**src/hw/rtl/psq_pkg.sv**
```systemverilog
// shared constants, codes and symbol helpers for the six-square cipher core
`timescale 1ns / 1ps

package psq_pkg;

  // square geometry
  localparam int SIDE   = 6;
  localparam int NSYM   = SIDE * SIDE;
  localparam int NLET   = 26;
  localparam int SYM_W  = $clog2(NSYM);
  localparam int ROW_W  = $clog2(SIDE);

  // ascii anchors
  localparam logic [7:0] CH_A = 8'h41;
  localparam logic [7:0] CH_Z = 8'h5A;
  localparam logic [7:0] CH_0 = 8'h30;
  localparam logic [7:0] CH_9 = 8'h39;

  // item actions
  localparam logic [1:0] ACT_START  = 2'd0;
  localparam logic [1:0] ACT_KEY    = 2'd1;
  localparam logic [1:0] ACT_FINISH = 2'd2;
  localparam logic [1:0] ACT_ENCODE = 2'd3;

  // result status codes
  localparam logic [1:0] ST_OK        = 2'd0;
  localparam logic [1:0] ST_BAD_CHAR  = 2'd1;
  localparam logic [1:0] ST_NOT_READY = 2'd2;

  typedef logic [SYM_W-1:0] sym_t;
  typedef logic [ROW_W-1:0] rc_t;

  // character belongs to the A-Z 0-9 alphabet
  function automatic logic sym_ok(logic [7:0] c);
    return ((c >= CH_A) && (c <= CH_Z)) || ((c >= CH_0) && (c <= CH_9));
  endfunction

  // symbol index: letters first, then digits
  function automatic sym_t sym_of(logic [7:0] c);
    logic [7:0] d;
    if ((c >= CH_A) && (c <= CH_Z)) begin
      d = c - CH_A;
      return sym_t'(d);
    end
    d = c - CH_0;
    return sym_t'(d) + sym_t'(NLET);
  endfunction

  // ascii character of a symbol index
  function automatic logic [7:0] ascii_of(sym_t s);
    if (s < sym_t'(NLET)) begin
      return CH_A + 8'(s);
    end
    return CH_0 + 8'(s - sym_t'(NLET));
  endfunction

  // row of a cell: 43/256 stands in for 1/6 over all cells of the square
  function automatic rc_t row_of(sym_t p);
    logic [11:0] prod;
    prod = 12'(p) * 12'd43;
    return rc_t'(prod >> 8);
  endfunction

  // column of a cell given its row
  function automatic rc_t col_of(sym_t p, rc_t row);
    sym_t base;
    base = sym_t'(row) * sym_t'(SIDE);
    return rc_t'(p - base);
  endfunction

  // cell index from row and column
  function automatic sym_t cell_at(rc_t row, rc_t col);
    return sym_t'(row) * sym_t'(SIDE) + sym_t'(col);
  endfunction

endpackage

```
**src/hw/rtl/psq_ram.sv**
```systemverilog
// one write port, two read port synchronous memory with registered read data
`timescale 1ns / 1ps

module psq_ram
  import psq_pkg::*;
#(
  parameter int DEPTH = NSYM,
  parameter int WIDTH = SYM_W
) (
  input  logic                     clk,
  input  logic                     wr_en,
  input  logic [$clog2(DEPTH)-1:0] wr_addr,
  input  logic [WIDTH-1:0]         wr_data,
  input  logic [$clog2(DEPTH)-1:0] rd_addr_a,
  input  logic [$clog2(DEPTH)-1:0] rd_addr_b,
  output logic [WIDTH-1:0]         rd_data_a,
  output logic [WIDTH-1:0]         rd_data_b
);

  logic [WIDTH-1:0] mem [DEPTH];

  // write port
  always_ff @(posedge clk) begin
    if (wr_en) begin
      mem[wr_addr] <= wr_data;
    end
  end

  // read ports, registered read data
  always_ff @(posedge clk) begin
    rd_data_a <= mem[rd_addr_a];
    rd_data_b <= mem[rd_addr_b];
  end

endmodule

```
**src/hw/rtl/playfair_six_square_bigram_cipher_core.sv**
```systemverilog
// Start and key go straight to S_RESP; encode passes S_ADDR and S_CONV, finish S_FILL.
// The next item is taken once the previous one is handed to the output register,
// so no pair is taken while one is in flight; an encode runs the position lookup, then
// the square read through the two memories; finish walks all 36 symbols, one a cycle.
// Reset clears the used mask, fill count, ready flag and handshake state; the
// two memories are not cleared and are fully rewritten before any encode reads them.
`timescale 1ns / 1ps

module playfair_six_square_bigram_cipher_core
  import psq_pkg::*;
(
  input  logic       clk,
  input  logic       rst_n,
  input  logic       in_valid,
  output logic       in_ready,
  input  logic [1:0] in_action,
  input  logic [7:0] in_char_a,
  input  logic [7:0] in_char_b,
  output logic       out_valid,
  input  logic       out_ready,
  output logic [7:0] out_a,
  output logic [7:0] out_b,
  output logic [1:0] out_status
);

  // controller states
  localparam logic [2:0] S_IDLE = 3'd0;
  localparam logic [2:0] S_ADDR = 3'd1;
  localparam logic [2:0] S_CONV = 3'd2;
  localparam logic [2:0] S_FILL = 3'd3;
  localparam logic [2:0] S_RESP = 3'd4;

  logic [2:0]      state_r, state_nxt;
  logic [NSYM-1:0] used_r, used_nxt;
  sym_t            fill_r, fill_nxt;
  logic            ready_r, ready_nxt;
  sym_t            walk_r, walk_nxt;
  logic [7:0]      res_a_r, res_a_nxt;
  logic [7:0]      res_b_r, res_b_nxt;
  logic [1:0]      res_st_r, res_st_nxt;
  logic            out_valid_r, out_valid_nxt;
  logic [7:0]      out_a_r, out_b_r;
  logic [1:0]      out_st_r;

  logic in_acc;
  logic ok_a, ok_b;
  sym_t sym_a, sym_b;
  logic wr_en;
  sym_t wr_sym;
  logic has_room;
  logic out_load;

  sym_t pos_a, pos_b;
  sym_t sq_a, sq_b;
  rc_t  row_a, row_b, col_a, col_b;
  sym_t sq_addr_a, sq_addr_b;

  // input decode
  assign in_ready = (state_r == S_IDLE);
  assign in_acc   = in_valid && in_ready;
  assign ok_a     = sym_ok(in_char_a);
  assign ok_b     = sym_ok(in_char_b);
  assign sym_a    = sym_of(in_char_a);
  assign sym_b    = sym_of(in_char_b);
  assign has_room = (fill_r < sym_t'(NSYM));

  // placement of a key symbol or of the next symbol of the finish walk
  always_comb begin
    wr_sym = (state_r == S_FILL) ? walk_r : sym_a;
    wr_en  = 1'b0;
    if (state_r == S_FILL) begin
      wr_en = !used_r[walk_r] && has_room;
    end else if (in_acc && (in_action == ACT_KEY)) begin
      wr_en = ok_a && !used_r[sym_a] && has_room;
    end
  end

  // cell -> symbol store
  psq_ram #(.DEPTH(NSYM), .WIDTH(SYM_W)) u_square (
    .clk       (clk),
    .wr_en     (wr_en),
    .wr_addr   (fill_r),
    .wr_data   (wr_sym),
    .rd_addr_a (sq_addr_a),
    .rd_addr_b (sq_addr_b),
    .rd_data_a (sq_a),
    .rd_data_b (sq_b)
  );

  // symbol -> cell store, read with the characters of the accepted beat
  psq_ram #(.DEPTH(NSYM), .WIDTH(SYM_W)) u_where (
    .clk       (clk),
    .wr_en     (wr_en),
    .wr_addr   (wr_sym),
    .wr_data   (fill_r),
    .rd_addr_a (sym_a),
    .rd_addr_b (sym_b),
    .rd_data_a (pos_a),
    .rd_data_b (pos_b)
  );

  // rectangle corners from the two looked-up cells
  assign row_a     = row_of(pos_a);
  assign row_b     = row_of(pos_b);
  assign col_a     = col_of(pos_a, row_a);
  assign col_b     = col_of(pos_b, row_b);
  assign sq_addr_a = cell_at(row_a, col_b);
  assign sq_addr_b = cell_at(row_b, col_a);

  assign out_load = (state_r == S_RESP) && (!out_valid_r || out_ready);

  // controller
  always_comb begin
    state_nxt  = state_r;
    used_nxt   = used_r;
    fill_nxt   = fill_r;
    ready_nxt  = ready_r;
    walk_nxt   = walk_r;
    res_a_nxt  = res_a_r;
    res_b_nxt  = res_b_r;
    res_st_nxt = res_st_r;

    if (wr_en) begin
      used_nxt[wr_sym] = 1'b1;
      fill_nxt         = fill_r + sym_t'(1);
    end

    unique case (state_r)
      S_IDLE: begin
        if (in_acc) begin
          res_a_nxt  = '0;
          res_b_nxt  = '0;
          res_st_nxt = ST_OK;
          state_nxt  = S_RESP;
          unique case (in_action)
            ACT_START: begin
              used_nxt  = '0;
              fill_nxt  = '0;
              ready_nxt = 1'b0;
            end
            ACT_KEY: begin
              if (!ok_a) begin
                res_st_nxt = ST_BAD_CHAR;
              end
            end
            ACT_FINISH: begin
              walk_nxt  = '0;
              state_nxt = S_FILL;
            end
            ACT_ENCODE: begin
              if (!ready_r) begin
                res_st_nxt = ST_NOT_READY;
              end else if (!(ok_a && ok_b)) begin
                res_st_nxt = ST_BAD_CHAR;
              end else begin
                state_nxt = S_ADDR;
              end
            end
            default: begin
              state_nxt = S_RESP;
            end
          endcase
        end
      end
      S_ADDR: begin
        state_nxt = S_CONV;
      end
      S_CONV: begin
        res_a_nxt = ascii_of(sq_a);
        res_b_nxt = ascii_of(sq_b);
        state_nxt = S_RESP;
      end
      S_FILL: begin
        walk_nxt = walk_r + sym_t'(1);
        if (walk_r == sym_t'(NSYM - 1)) begin
          ready_nxt = 1'b1;
          state_nxt = S_RESP;
        end
      end
      S_RESP: begin
        if (out_load) begin
          state_nxt = S_IDLE;
        end
      end
      default: begin
        state_nxt = S_IDLE;
      end
    endcase
  end

  // output beat register
  always_comb begin
    out_valid_nxt = out_valid_r;
    if (out_load) begin
      out_valid_nxt = 1'b1;
    end else if (out_ready) begin
      out_valid_nxt = 1'b0;
    end
  end

  // control state
  always_ff @(posedge clk) begin
    if (!rst_n) begin
      state_r     <= S_IDLE;
      used_r      <= '0;
      fill_r      <= '0;
      ready_r     <= 1'b0;
      walk_r      <= '0;
      out_valid_r <= 1'b0;
    end else begin
      state_r     <= state_nxt;
      used_r      <= used_nxt;
      fill_r      <= fill_nxt;
      ready_r     <= ready_nxt;
      walk_r      <= walk_nxt;
      out_valid_r <= out_valid_nxt;
    end
  end

  // payload registers
  always_ff @(posedge clk) begin
    res_a_r  <= res_a_nxt;
    res_b_r  <= res_b_nxt;
    res_st_r <= res_st_nxt;
    if (out_load) begin
      out_a_r  <= res_a_r;
      out_b_r  <= res_b_r;
      out_st_r <= res_st_r;
    end
  end

  assign out_valid  = out_valid_r;
  assign out_a      = out_a_r;
  assign out_b      = out_b_r;
  assign out_status = out_st_r;

endmodule

```
**config.mk**
```make
export PLATFORM = sky130hd
export DESIGN_NAME = playfair_six_square_bigram_cipher_core
export DESIGN_NICKNAME = d
export VERILOG_FILES = /design/src/hw/rtl/psq_pkg.sv /design/src/hw/rtl/psq_ram.sv /design/src/hw/rtl/playfair_six_square_bigram_cipher_core.sv
export SDC_FILE = /design/constraint.sdc
export NUM_CORES = 1
export LEC_CHECK = 0
export BUFFER_PORTS_ARGS = -buffer_cell sky130_fd_sc_hd__buf_2
export CAP_MARGIN = 10
export CORE_ASPECT_RATIO = 1.5
export CORE_UTILIZATION = 35
export CTS_CLUSTER_DIAMETER = 30
export DETAILED_ROUTE_END_ITERATION = 16
export PLACE_DENSITY = 0.54
export SYNTH_ARGS = -nofsm -noshare
export SYNTH_HDL_FRONTEND = slang
export SYNTH_HIERARCHICAL = 1
export SYNTH_SLANG_ARGS = --single-unit
```
**constraint.sdc**
```tcl
create_clock -name clk -period 10.55 [get_ports clk]
set_clock_uncertainty 0.2 [all_clocks]
set_input_delay 0.5275 -clock clk [delete_from_list [all_inputs] [get_ports clk]]
set_output_delay 0.5275 -clock clk [all_outputs]
set_load 0.02 [all_outputs]
```
==> results.ini <==
[run_status]
outcome=finished, final reports clean

[floorplanning]
ios=42
core-area_um2=81500
start_util_pct=35.5
die_h_um=354
die_w_um=237
core.rowCount=128
dieArea_um2=83900

[yosys]
yosys.area.top_type=edfxtp_1
syn-cell-area_um2=28900
synth_edf_count=468
seq_area_frac_synth_pct=53.9
ys_warn_count=6
netlist_top_cells_count=edfxtp_1, mux2i_1, nor2_1
ys_seq_elements=545
synth_area_leaders=edfxtp_1, mux2i_1, dfxtp_1
syn_area_per_cell_um2=13.5
yosys_most_used_dff=edfxtp_1
synth_cell_types=88
synth_most_common_cell=edfxtp_1
async_flop_share_pct=0
netlist.area_leader.share_pct=48.6
synthCells=2150

[worst_setup_path]
cp_max_fo=33
worstSetupStartpointType=register
cp_cell_sequence=ha_1 -> inv_1 -> fa_1 -> inv_1 -> ha_1 -> and3_1 -> a31o_2 -> a21o_1 -> a21o_1 -> a21oi_1 -> o21bai_1 -> xor2_1 -> ha_1 -> xnor2_1 -> xnor2_1 -> inv_1 -> fa_1 -> inv_1 -> nor2_1 -> buf_4 -> a22o_1 -> a221oi_1 -> o22ai_1 -> o41ai_2
cp_top_family=compound AO/OA/AOI/OAI gates
path_class=reg2reg
cp_common_cell=inv_1
cpPeakStageDelay_ps=720
critPathSlowestCell=dfxtp_4
arrival_ps=7000
cp.buffers_inverters=5
cp-end-kind=register
required_ps=10930

[placed_design]
io_buffers=41
dpl.hpwl_um=56700
gp_congestion=0.901

[sta]
max_slew_margin_pct=20.0
post-route-min-period_ps=6620
worst_slew_pin_slew_ps=1200
finalSetupViolCount=0
rsz0062_at_grt=false
tns_ps=0
maxSlewViolCount=0
fmax_mhz=151
finalCritPeriodShare_pct=62.7
final-hold-violation-count=0

[global_routing]
grt_pass1_vias=19800
gr-total-overflow=0
grt_pass1_wl_um=125000
grt_max_degree=103
track_usage_pct=19.8
grt_antenna_before_repair=0

[clock_tree]
htree_num_levels=3
clockBufferDepth=3
numCtsBuffers=112
cts_tree=built
root_buffer=clkbuf_16
clk_latency_ps=680
postCtsSetupBuffers=0
cts.sinks=545
clk_pin_slew_ps=50

[routing]
drt_iter0_drc=1553
dr.pass1.iters=5
num_vias=19000
drc_errors=0
vias_per_cell=5.69
wl_per_cell_um=25.2
ant_nets=0
routed_wirelength_um=84300

[final_layout]
num-nets-final=2326
fillers=7446
diodes=0
drive_above_1_share_pct=17.7
syn2layout_area_growth_pct=16.9

[worst_hold_path]
min_path_type=in2reg

[run]
max-cap-violations=0

[per-layer routing]
| metal | wire length [um] | part of all wire (%) | track usage, % |
|---|---|---|---|
| met2 | 44400 | 53 | 36.7 |
| met5 | 0 | 0 | 0 |
| met1 | 31500 | 37 | 21.7 |
| met4 | 4070 | 4.8 | 10.4 |
| met3 | 4310 | 5.1 | 3.01 |
[through the flow]
step                      hold WS [ps]  utilization [%]  instances  area, um^2  setup WS, ps
after global placement             201             36.5       3132       29800          3510
after CTS                         19.1             41.5       3347       33800          3820
final                             43.5             41.5       3347       33800          3930
after global routing              67.2             41.5       3347       33800          3590
after detailed placement           205             36.6       3134       29800          3860
after floorplan                    200                -       2151       28900          4770
[registers in the layout, summed over array words and instances (netlist names), 3 cells and up]
name / cells
u_square/rd_data_a: 6
out_a: 8
fill_r: 6
walk_r: 6
u_where/rd_data_b: 6
u_square/rd_data_b: 6
u_where/mem: 216
used_r: 36
res_a_r: 8
state_r: 3
u_where/rd_data_a: 6
out_b: 8
u_square/mem: 216
res_b_r: 8
[cells in the final DEF (no fill, tap or decap), drive strengths merged, types with 50 or more instances in the layout]
master  netlist  final
a21oi        87     87
a221oi       50     50
a22oi        97     97
buf         103     72
clkbuf       26    122
dfxtp        77     77
edfxtp      468    468
ha           83     83
inv          72     85
mux2i       401    401
nand2       102    102
nor2        123    123
[worst paths after layout]
check                       startpoint                     to  slack, ps  depth (start not counted)
setup / recovery  u_where/rd_data_a[0]  u_square/rd_data_b[1]       3930                         24
hold reg to reg             res_a_r[3]               out_a[3]        210                          0
setup reg to reg  u_where/rd_data_a[0]  u_square/rd_data_b[1]       3930                         24
hold / removal               out_ready              out_valid         40                          3
[tightest hold or removal path, delay by kind of cell]
family	cells	cell delay (ps)
AO/OA/AOI/OAI	1	190
AND/OR/NAND/NOR	1	70
buffers and inverters	1	70
[area by class of cell]
| type | count | area (um^2) | area share (%) |
|---|---|---|---|
| inverter | 73 | 279 | 0.825 |
| multi-input combinational | 1404 | 12200 | 36.0 |
| tap | 1040 | 1300 | 3.85 |
| clock inverter | 90 | 1110 | 3.29 |
| clock buffer | 122 | 2880 | 8.52 |
| sequential | 545 | 15600 | 46.1 |
| timing repair buffer | 73 | 488 | 1.44 |
[logic make-up (layout without fill, tap and decap cells)]
| logic type | count (synthesis) | count (layout) | synth area share, % |
|---|---|---|---|
| AO/OA/AOI/OAI | 462 | 462 | 13.1 |
| XOR/XNOR | 45 | 45 | 1.41 |
| adder cells (fa/ha/maj) | 95 | 95 | 4.42 |
| buffers and inverters | 202 | 358 | 4.39 |
| flip-flops | 545 | 545 | 53.9 |
| multiplexers | 441 | 441 | 16.8 |
| other | 1 | 2 | 0.0130 |
| AND/OR/NAND/NOR | 359 | 359 | 5.96 |
[what timing repair did]
action | 4_1_cts | 5_1_grt
endpoints found under the setup margin | 0 | 0
resized for setup | 0 | 0
hold buffers | 1 | 0
hold endpoints to repair | 7 | 0
Power is not shown: default switching activity piles up to over one toggle a cycle in this logic, so the estimate is an artifact.
